[src/rtl/moving_average_threshold_monitor_defines.svh]
// Assertion macros shared by the moving average monitor modules.
// Each use expects a clock named clk and a synchronous reset named rst in scope.
`ifndef MOVING_AVERAGE_THRESHOLD_MONITOR_DEFINES_SVH
`define MOVING_AVERAGE_THRESHOLD_MONITOR_DEFINES_SVH

// Same-cycle implication, checked outside reset.
`define MAT_CHECK(label, ante, cons, msg) \
  label: assert property (@(posedge clk) disable iff (rst) (ante) |-> (cons)) else $error(msg);

// Next-cycle implication, checked outside reset.
`define MAT_CHECK_NEXT(label, ante, cons, msg) \
  label: assert property (@(posedge clk) disable iff (rst) (ante) |=> (cons)) else $error(msg);

`endif

[src/rtl/mat_pkg.sv]
// Package for the moving average threshold monitor: payload types, command and
// status structs, register indexes and fixed widths. No dependencies.
`timescale 1ns / 1ps

package mat_pkg;

  localparam int SAMPLE_W       = 16;
  localparam int LEN_CFG_W      = 9;
  localparam int DIV_W          = 48;
  localparam int CNT_W          = 32;
  localparam int CFG_IDX_W      = 1;
  localparam int DEF_MAX_WINDOW = 256;

  localparam logic [CFG_IDX_W-1:0] CFG_THRESHOLD     = 1'b0;
  localparam logic [CFG_IDX_W-1:0] CFG_WINDOW_LENGTH = 1'b1;

  typedef struct packed {
    logic                       action;
    logic signed [SAMPLE_W-1:0] sample;
  } item_t;

  typedef struct packed {
    logic signed [SAMPLE_W-1:0] window_average;
    logic                       above_threshold;
    logic signed [SAMPLE_W-1:0] running_average;
    logic signed [SAMPLE_W-1:0] oldest_quarter_average;
    logic signed [SAMPLE_W-1:0] newest_quarter_average;
  } result_t;

  typedef enum logic [3:0] {
    OP_NONE,
    OP_CLR_INIT,
    OP_CLR_STEP,
    OP_ACCEPT,
    OP_WRITE,
    OP_WALK_INIT,
    OP_WALK_STEP,
    OP_WALK_STORE,
    OP_DIV_START,
    OP_RESULT
  } op_t;

  typedef enum logic [1:0] {
    SEL_WIN,
    SEL_OLD,
    SEL_NEW,
    SEL_RUN
  } sel_t;

  typedef struct packed {
    op_t  op;
    sel_t sel;
  } cmd_t;

  typedef struct packed {
    logic clr_last;
    logic walk_last;
    logic act_clear;
    logic q_zero;
    logic count_zero;
    logic div_busy;
    logic div_done;
    logic out_free;
  } status_t;

endpackage

[src/rtl/mat_ctrl.sv]
// Controller state machine of the moving average monitor: sequences clearing,
// slot walks, divisions and the result. Depends on mat_pkg.
`timescale 1ns / 1ps
`include "moving_average_threshold_monitor_defines.svh"

module mat_ctrl (
  input  logic             clk,
  input  logic             rst,
  input  logic             item_valid,
  output logic             item_stall,
  input  mat_pkg::status_t st,
  output mat_pkg::cmd_t    cmd
);
  import mat_pkg::*;

  typedef enum logic [3:0] {
    S_CLR_INIT,
    S_CLR,
    S_IDLE,
    S_WRITE,
    S_WALK_INIT,
    S_WALK,
    S_DRAIN,
    S_STORE,
    S_DIV_START,
    S_DIV_WAIT,
    S_RESULT
  } state_t;

  state_t state, state_next;
  sel_t   sel, sel_next;
  logic   in_item, in_item_next;

  always_comb begin
    state_next   = state;
    sel_next     = sel;
    in_item_next = in_item;
    cmd.op       = OP_NONE;
    cmd.sel      = sel;
    unique case (state)
      S_CLR_INIT: begin
        cmd.op     = OP_CLR_INIT;
        state_next = S_CLR;
      end
      S_CLR: begin
        cmd.op = OP_CLR_STEP;
        if (st.clr_last) begin
          state_next = in_item ? S_WALK_INIT : S_IDLE;
        end
      end
      S_IDLE: begin
        if (item_valid) begin
          cmd.op       = OP_ACCEPT;
          in_item_next = 1'b1;
          state_next   = S_WRITE;
        end
      end
      S_WRITE: begin
        sel_next = SEL_WIN;
        if (st.act_clear) begin
          state_next = S_CLR_INIT;
        end else begin
          cmd.op     = OP_WRITE;
          state_next = S_WALK_INIT;
        end
      end
      S_WALK_INIT: begin
        cmd.op     = OP_WALK_INIT;
        state_next = S_WALK;
      end
      S_WALK: begin
        cmd.op = OP_WALK_STEP;
        if (st.walk_last) begin
          state_next = S_DRAIN;
        end
      end
      S_DRAIN: begin
        state_next = S_STORE;
      end
      S_STORE: begin
        cmd.op = OP_WALK_STORE;
        case (sel)
          SEL_WIN: begin
            if (st.q_zero) begin
              state_next = S_DIV_START;
            end else begin
              sel_next   = SEL_OLD;
              state_next = S_WALK_INIT;
            end
          end
          SEL_OLD: begin
            sel_next   = SEL_NEW;
            state_next = S_WALK_INIT;
          end
          default: begin
            sel_next   = SEL_WIN;
            state_next = S_DIV_START;
          end
        endcase
      end
      S_DIV_START: begin
        cmd.op     = OP_DIV_START;
        state_next = S_DIV_WAIT;
      end
      S_DIV_WAIT: begin
        if (st.div_done) begin
          case (sel)
            SEL_WIN: begin
              if (!st.q_zero) begin
                sel_next   = SEL_OLD;
                state_next = S_DIV_START;
              end else if (!st.count_zero) begin
                sel_next   = SEL_RUN;
                state_next = S_DIV_START;
              end else begin
                state_next = S_RESULT;
              end
            end
            SEL_OLD: begin
              sel_next   = SEL_NEW;
              state_next = S_DIV_START;
            end
            SEL_NEW: begin
              if (st.count_zero) begin
                state_next = S_RESULT;
              end else begin
                sel_next   = SEL_RUN;
                state_next = S_DIV_START;
              end
            end
            default: begin
              state_next = S_RESULT;
            end
          endcase
        end
      end
      S_RESULT: begin
        if (st.out_free) begin
          cmd.op       = OP_RESULT;
          in_item_next = 1'b0;
          state_next   = S_IDLE;
        end
      end
      default: begin
        state_next = S_IDLE;
      end
    endcase
  end

  always_ff @(posedge clk) begin
    if (rst) begin
      state   <= S_CLR_INIT;
      sel     <= SEL_WIN;
      in_item <= 1'b0;
    end else begin
      state   <= state_next;
      sel     <= sel_next;
      in_item <= in_item_next;
    end
  end

  assign item_stall = (state != S_IDLE);

  `MAT_CHECK(a_done_in_wait, st.div_done, state == S_DIV_WAIT, "division ended outside wait")
  `MAT_CHECK(a_result_free, cmd.op == OP_RESULT, st.out_free, "result issued onto a held beat")
  `MAT_CHECK_NEXT(a_accept_writes, state == S_IDLE && item_valid, state == S_WRITE,
                  "accepted beat not processed")

endmodule

[config.mk]
export PLATFORM = sky130hd
export DESIGN_NAME = mat_ctrl
export DESIGN_NICKNAME = d
export VERILOG_FILES = /design/src/rtl/mat_pkg.sv /design/src/rtl/mat_ctrl.sv
export VERILOG_INCLUDE_DIRS = /design/src /design/src/rtl
export SDC_FILE = /design/constraint.sdc
export NUM_CORES = 1
export LEC_CHECK = 0
export ABC_AREA = 1
export ABC_CLOCK_PERIOD_IN_PS = 2750
export BUFFER_PORTS_ARGS = -buffer_cell sky130_fd_sc_hd__buf_2
export CAP_MARGIN = 10
export CORE_MARGIN = 2
export CORE_UTILIZATION = 56
export CTS_CLUSTER_SIZE = 24
export DETAILED_ROUTE_END_ITERATION = 10
export GPL_TIMING_DRIVEN = 0
export PLACE_DENSITY = 0.86
export SYNTH_ARGS = -nofsm -noshare
export SYNTH_HDL_FRONTEND = slang
export SYNTH_SLANG_ARGS = --single-unit
export TNS_END_PERCENT = 100
[constraint.sdc]
create_clock -name clk -period 2.75 [get_ports clk]
set_input_delay 0.55 -clock clk [delete_from_list [all_inputs] [get_ports clk]]
set_output_delay 0.55 -clock clk [all_outputs]
set_load 0.1 [all_outputs]
After elaboration in Yosys (flattened, before gate mapping):

Cells that the tools add are included.

* register bits: 7
* input port bits: 11

* equal/unequal tests: 20
* muxes and demuxes: 26
* reduce and logical (&&, ||, !) cells: 7

Operators with widths (count)
* one-hot mux 4 bit (11 select lines): 1
* one-hot mux 4 bit (9 select lines): 1
* two-way mux 4 bit: 7
* equality test 4 x 3 -> 1 bit (second input constant): 4
* two-way mux 2 bit: 7
* equality test 4 bit (second input constant): 3
* one-hot mux 2 bit (3 select lines): 2
* one-hot mux 4 bit (3 select lines): 1
* != test 2 bit (second input constant): 5
* equality test 4 x 2 -> 1 bit (second input constant): 2
* != test 4 x 2 -> 1 bit (second input constant): 2
* one-hot mux 4 bit (2 select lines): 1
* two-way mux 3 bit: 2
* AND reduction 5 bit: 1
* equality test 4 x 1 -> 1 bit (second input constant): 1
* logical NOT 4 bit: 1
* one-hot mux 2 bit (2 select lines): 1
* AND reduction 4 bit: 1
* != test 3 bit (second input constant): 1
* AND reduction 3 bit: 1
* nonzero test 3 bit: 1
* equality test 2 x 1 -> 1 bit (second input constant): 1
* equality test 2 bit (second input constant): 1
* logical NOT 2 bit: 1
* 3 further kinds: 4

Longest topological paths before layout:

* depth in word-level cells: 5
* depth in mapped cells: 10

Worst setup path before layout:

OpenSTA, ideal clock, no wires.

* kind: flip-flop to output port
* start: register state[0]
* end: output cmd[2] in the netlist's numbering
* arrival time: 2.165 ns
* data required time: 2.200 ns
* path slack: 0.035 ns
* cell stages (with the launch flop): 8
* path buffers: 0
* cell sequence: dfxtp_1 -> inv_2 -> nand2_4 -> nor2_1 -> inv_1 -> nor2_1 -> inv_1 -> nand3_1

RTL lines
* from (decl): line mat_ctrl.sv:30 `state_t state, state_next;`
* from (signal assigned): line mat_ctrl.sv:156 `state <= state_next;`
* to (decl): line mat_ctrl.sv:12 `output mat_pkg::cmd_t cmd`

==> metrics.yaml <==
result_of_the_run: "complete, no violations"
drv.max_cap_violation_count: 0
route.final.wire_length_mm: 1.69
die_w_um: 41.4
clock_path_buffers: 2
fin_tns_setup_ns: 0
mappedNetlistArea_um2: 785
finalCriticalPeriod_ns: 2.25
synth-seq-cells: 7
root_buffer: "sky130_fd_sc_hd__clkbuf_4"
detailedRoute.firstIterationViolations: 39
path_buf_inv: 4
num_antenna_cells: 0
grt_start_max_net_pins: 10
vias_in_the_first_global_route: 782
slew-limit-headroom_pct: 67.8
worst-path-stages: 8
nNetsFinal: 172
area_growth_pct: 15.9
min_path_cells: 2
h_tree_levels: 1
design.die.area_mm2: 0.00172
drive_gt1_share_pct: 24.0
grt_first_pass_wirelength_mm: 3.08
postCtsResizedCells: 0
worstSetupEndpointType: "primary output"
ys_types: 21
viasPerCell: 4.99
post-synth-top-area-cell: "sky130_fd_sc_hd__dfxtp_1"
cts_hold_buffers: 0
port_buffers: 16
crit_path_top_delay_cell: "sky130_fd_sc_hd__buf_2"
drc: 0
globalRouteTotalUtil_pct: 22.3
synthCells: 134
floorplan.die.height_um: 41.4
seq_area_frac_synth_pct: 17.9
core.rowCount: 13
synthesis.nets: 151
power.static_leakage_nw: 0.542
timing.critical_path.fanout_max: 6
hp_class: "input pin to flip-flop"
cellPowerDensity_mw_per_mm2: 929
worstPathArrival_ns: 1.70
max_stage_delay_ns: 0.42
critPathKind: "flip-flop to primary output"
antenna_found_initial: 0
clk_pin_slew_ns: 0.05
setup_viol_count_final: 0
clock_sink_count: 7
cts_post_setup_buffers_inserted: 0
firstDrtPassIters: 4
worstSkewPairLatency_ns: 0.24
final_min_period_over_clock_period_pct: 81.9
post_synth.cell_area_avg_um2: 5.85
ys_warn_count: 0
worst-r2r-cell-count: 10
max_freq_mhz: 444
hold-worst-slack_ns: 0.524
mostFrequentLayoutCell: "sky130_fd_sc_hd__nand2_1"
final_antenna_net_count: 0
worst_pin_slew_ns: 0.486
skew_ns: 0.000273
timing_max_transition_violations_final: 0
hpwlAfterDp_mm: 1.45
grt-ovfl-total: 0
coreArea_mm2: 0.00130
yosys.area.top_type_share_pct: 17.9
rsz0062_at_grt: "no"
number_of_clock_buffers_inserted_by_tritoncts: 3
post_drt_wl_per_cell_um: 10.0
cpLargestDelayFamily: "buffers and inverters"
detailroute.via_count: 844
clock_tree_from_tritoncts: "done"
worstPathCellList: "inv_2, nand2_4, nor2_1, inv_1, nor2_1, inv_1, nand3_1, buf_2"
ioPinCount: 18
crit_required_ns: 2.20
finalHoldViolations: 0
mostFrequentLayoutCells: "sky130_fd_sc_hd__nand2_1 (33), sky130_fd_sc_hd__inv_1 (22), sky130_fd_sc_hd__nor2_1 (18)"
vdd_ir_drop_max_mv: 0.499
worst_setup_path_start_kind: "flip-flop"
start_util_pct: 60.3
yosys-top-cells-area: "sky130_fd_sc_hd__dfxtp_1 (18%), sky130_fd_sc_hd__nand2_1 (16%), sky130_fd_sc_hd__inv_1 (11%)"
routabilityCongestion: 0.874
final timing paths:
path	slack, ns	endpoint	from
worst max-delay path	0.50	cmd[2]	state[0]
worst min-delay path	0.52	state[2]	rst
worst max register to register	1.25	sel[1]	sel[0]
worst min register to register	0.57	in_item	in_item
worst register-to-register path: cells and delay by family, from the launching register on:
kind | cells | cell delay (ns)
flops | 1 | 0.40
buf+inv | 2 | 0.19
simple gates | 6 | 0.41
compound gates | 1 | 0.15
fa+ha+maj | 1 | 0.25
cell families after synthesis:
| family | after synthesis | synth area share [%] |
|---|---|---|
| simple gates | 79 | 48.5 |
| buf+inv | 27 | 13.9 |
| compound gates | 15 | 10.2 |
| flops | 7 | 17.9 |
| fa+ha+maj | 6 | 9.57 |
routing by layer:
metal | global-route usage [%] | wire length, µm | vias to the layer above
met5 | 0 | 0 | -
met3 | 3.48 | 74 | 0
met2 | 33.8 | 825 | 25
met4 | 9.03 | 0 | 0
li1 | - | - | 458
met1 | 31.3 | 793 | 361
synthesized netlist by cell type (all sizes together):
| cell | number |
|---|---|
| nor2 | 23 |
| buf | 1 |
| nand3b | 3 |
| o21ai | 7 |
| inv | 26 |
| nand3 | 14 |
| dfxtp | 7 |
| o211ai | 1 |
| o22ai | 2 |
| ha | 6 |
| nand2 | 38 |
| a21oi | 5 |
| nor3 | 1 |
where the power goes:
part | switching (mW) | internal (mW)
Sequential | 0.0282 | 0.125
Clock | 0.0319 | 0.0550
Combinational | 0.461 | 0.145
Total | 0.521 | 0.325
state kept, by name, indices dropped and copies added (netlist names):
| signal | count |
|---|---|
| state | 4 |
| sel | 2 |
| in_item | 1 |
layout make-up:
type / instances / area [µm²]
fill: 126 / 392
timing repair buffer: 16 / 80.1
multi-input combinational: 100 / 536
inverter: 26 / 97.6
clock buffer: 4 / 26.3
sequential: 7 / 140
tap: 15 / 18.8
buffer: 1 / 11.3
metrics by stage:
step / instance area (µm²) / util (%) / cells / power (mW) / setup WS, ns
2_1_floorplan: 785 / - / 134 / 0.665 / 0.0353
3_3_place_gp: 883 / 67.9 / 165 / 0.751 / 0.777
3_5_place_dp: 883 / 67.9 / 165 / 0.760 / 0.770
4_1_cts: 910 / 69.9 / 169 / 0.851 / 0.503
5_1_grt: 910 / 69.9 / 169 / 0.910 / 0.369
6_report: 910 / 69.9 / 169 / 0.845 / 0.498
Power figures use the tool's default switching activity.
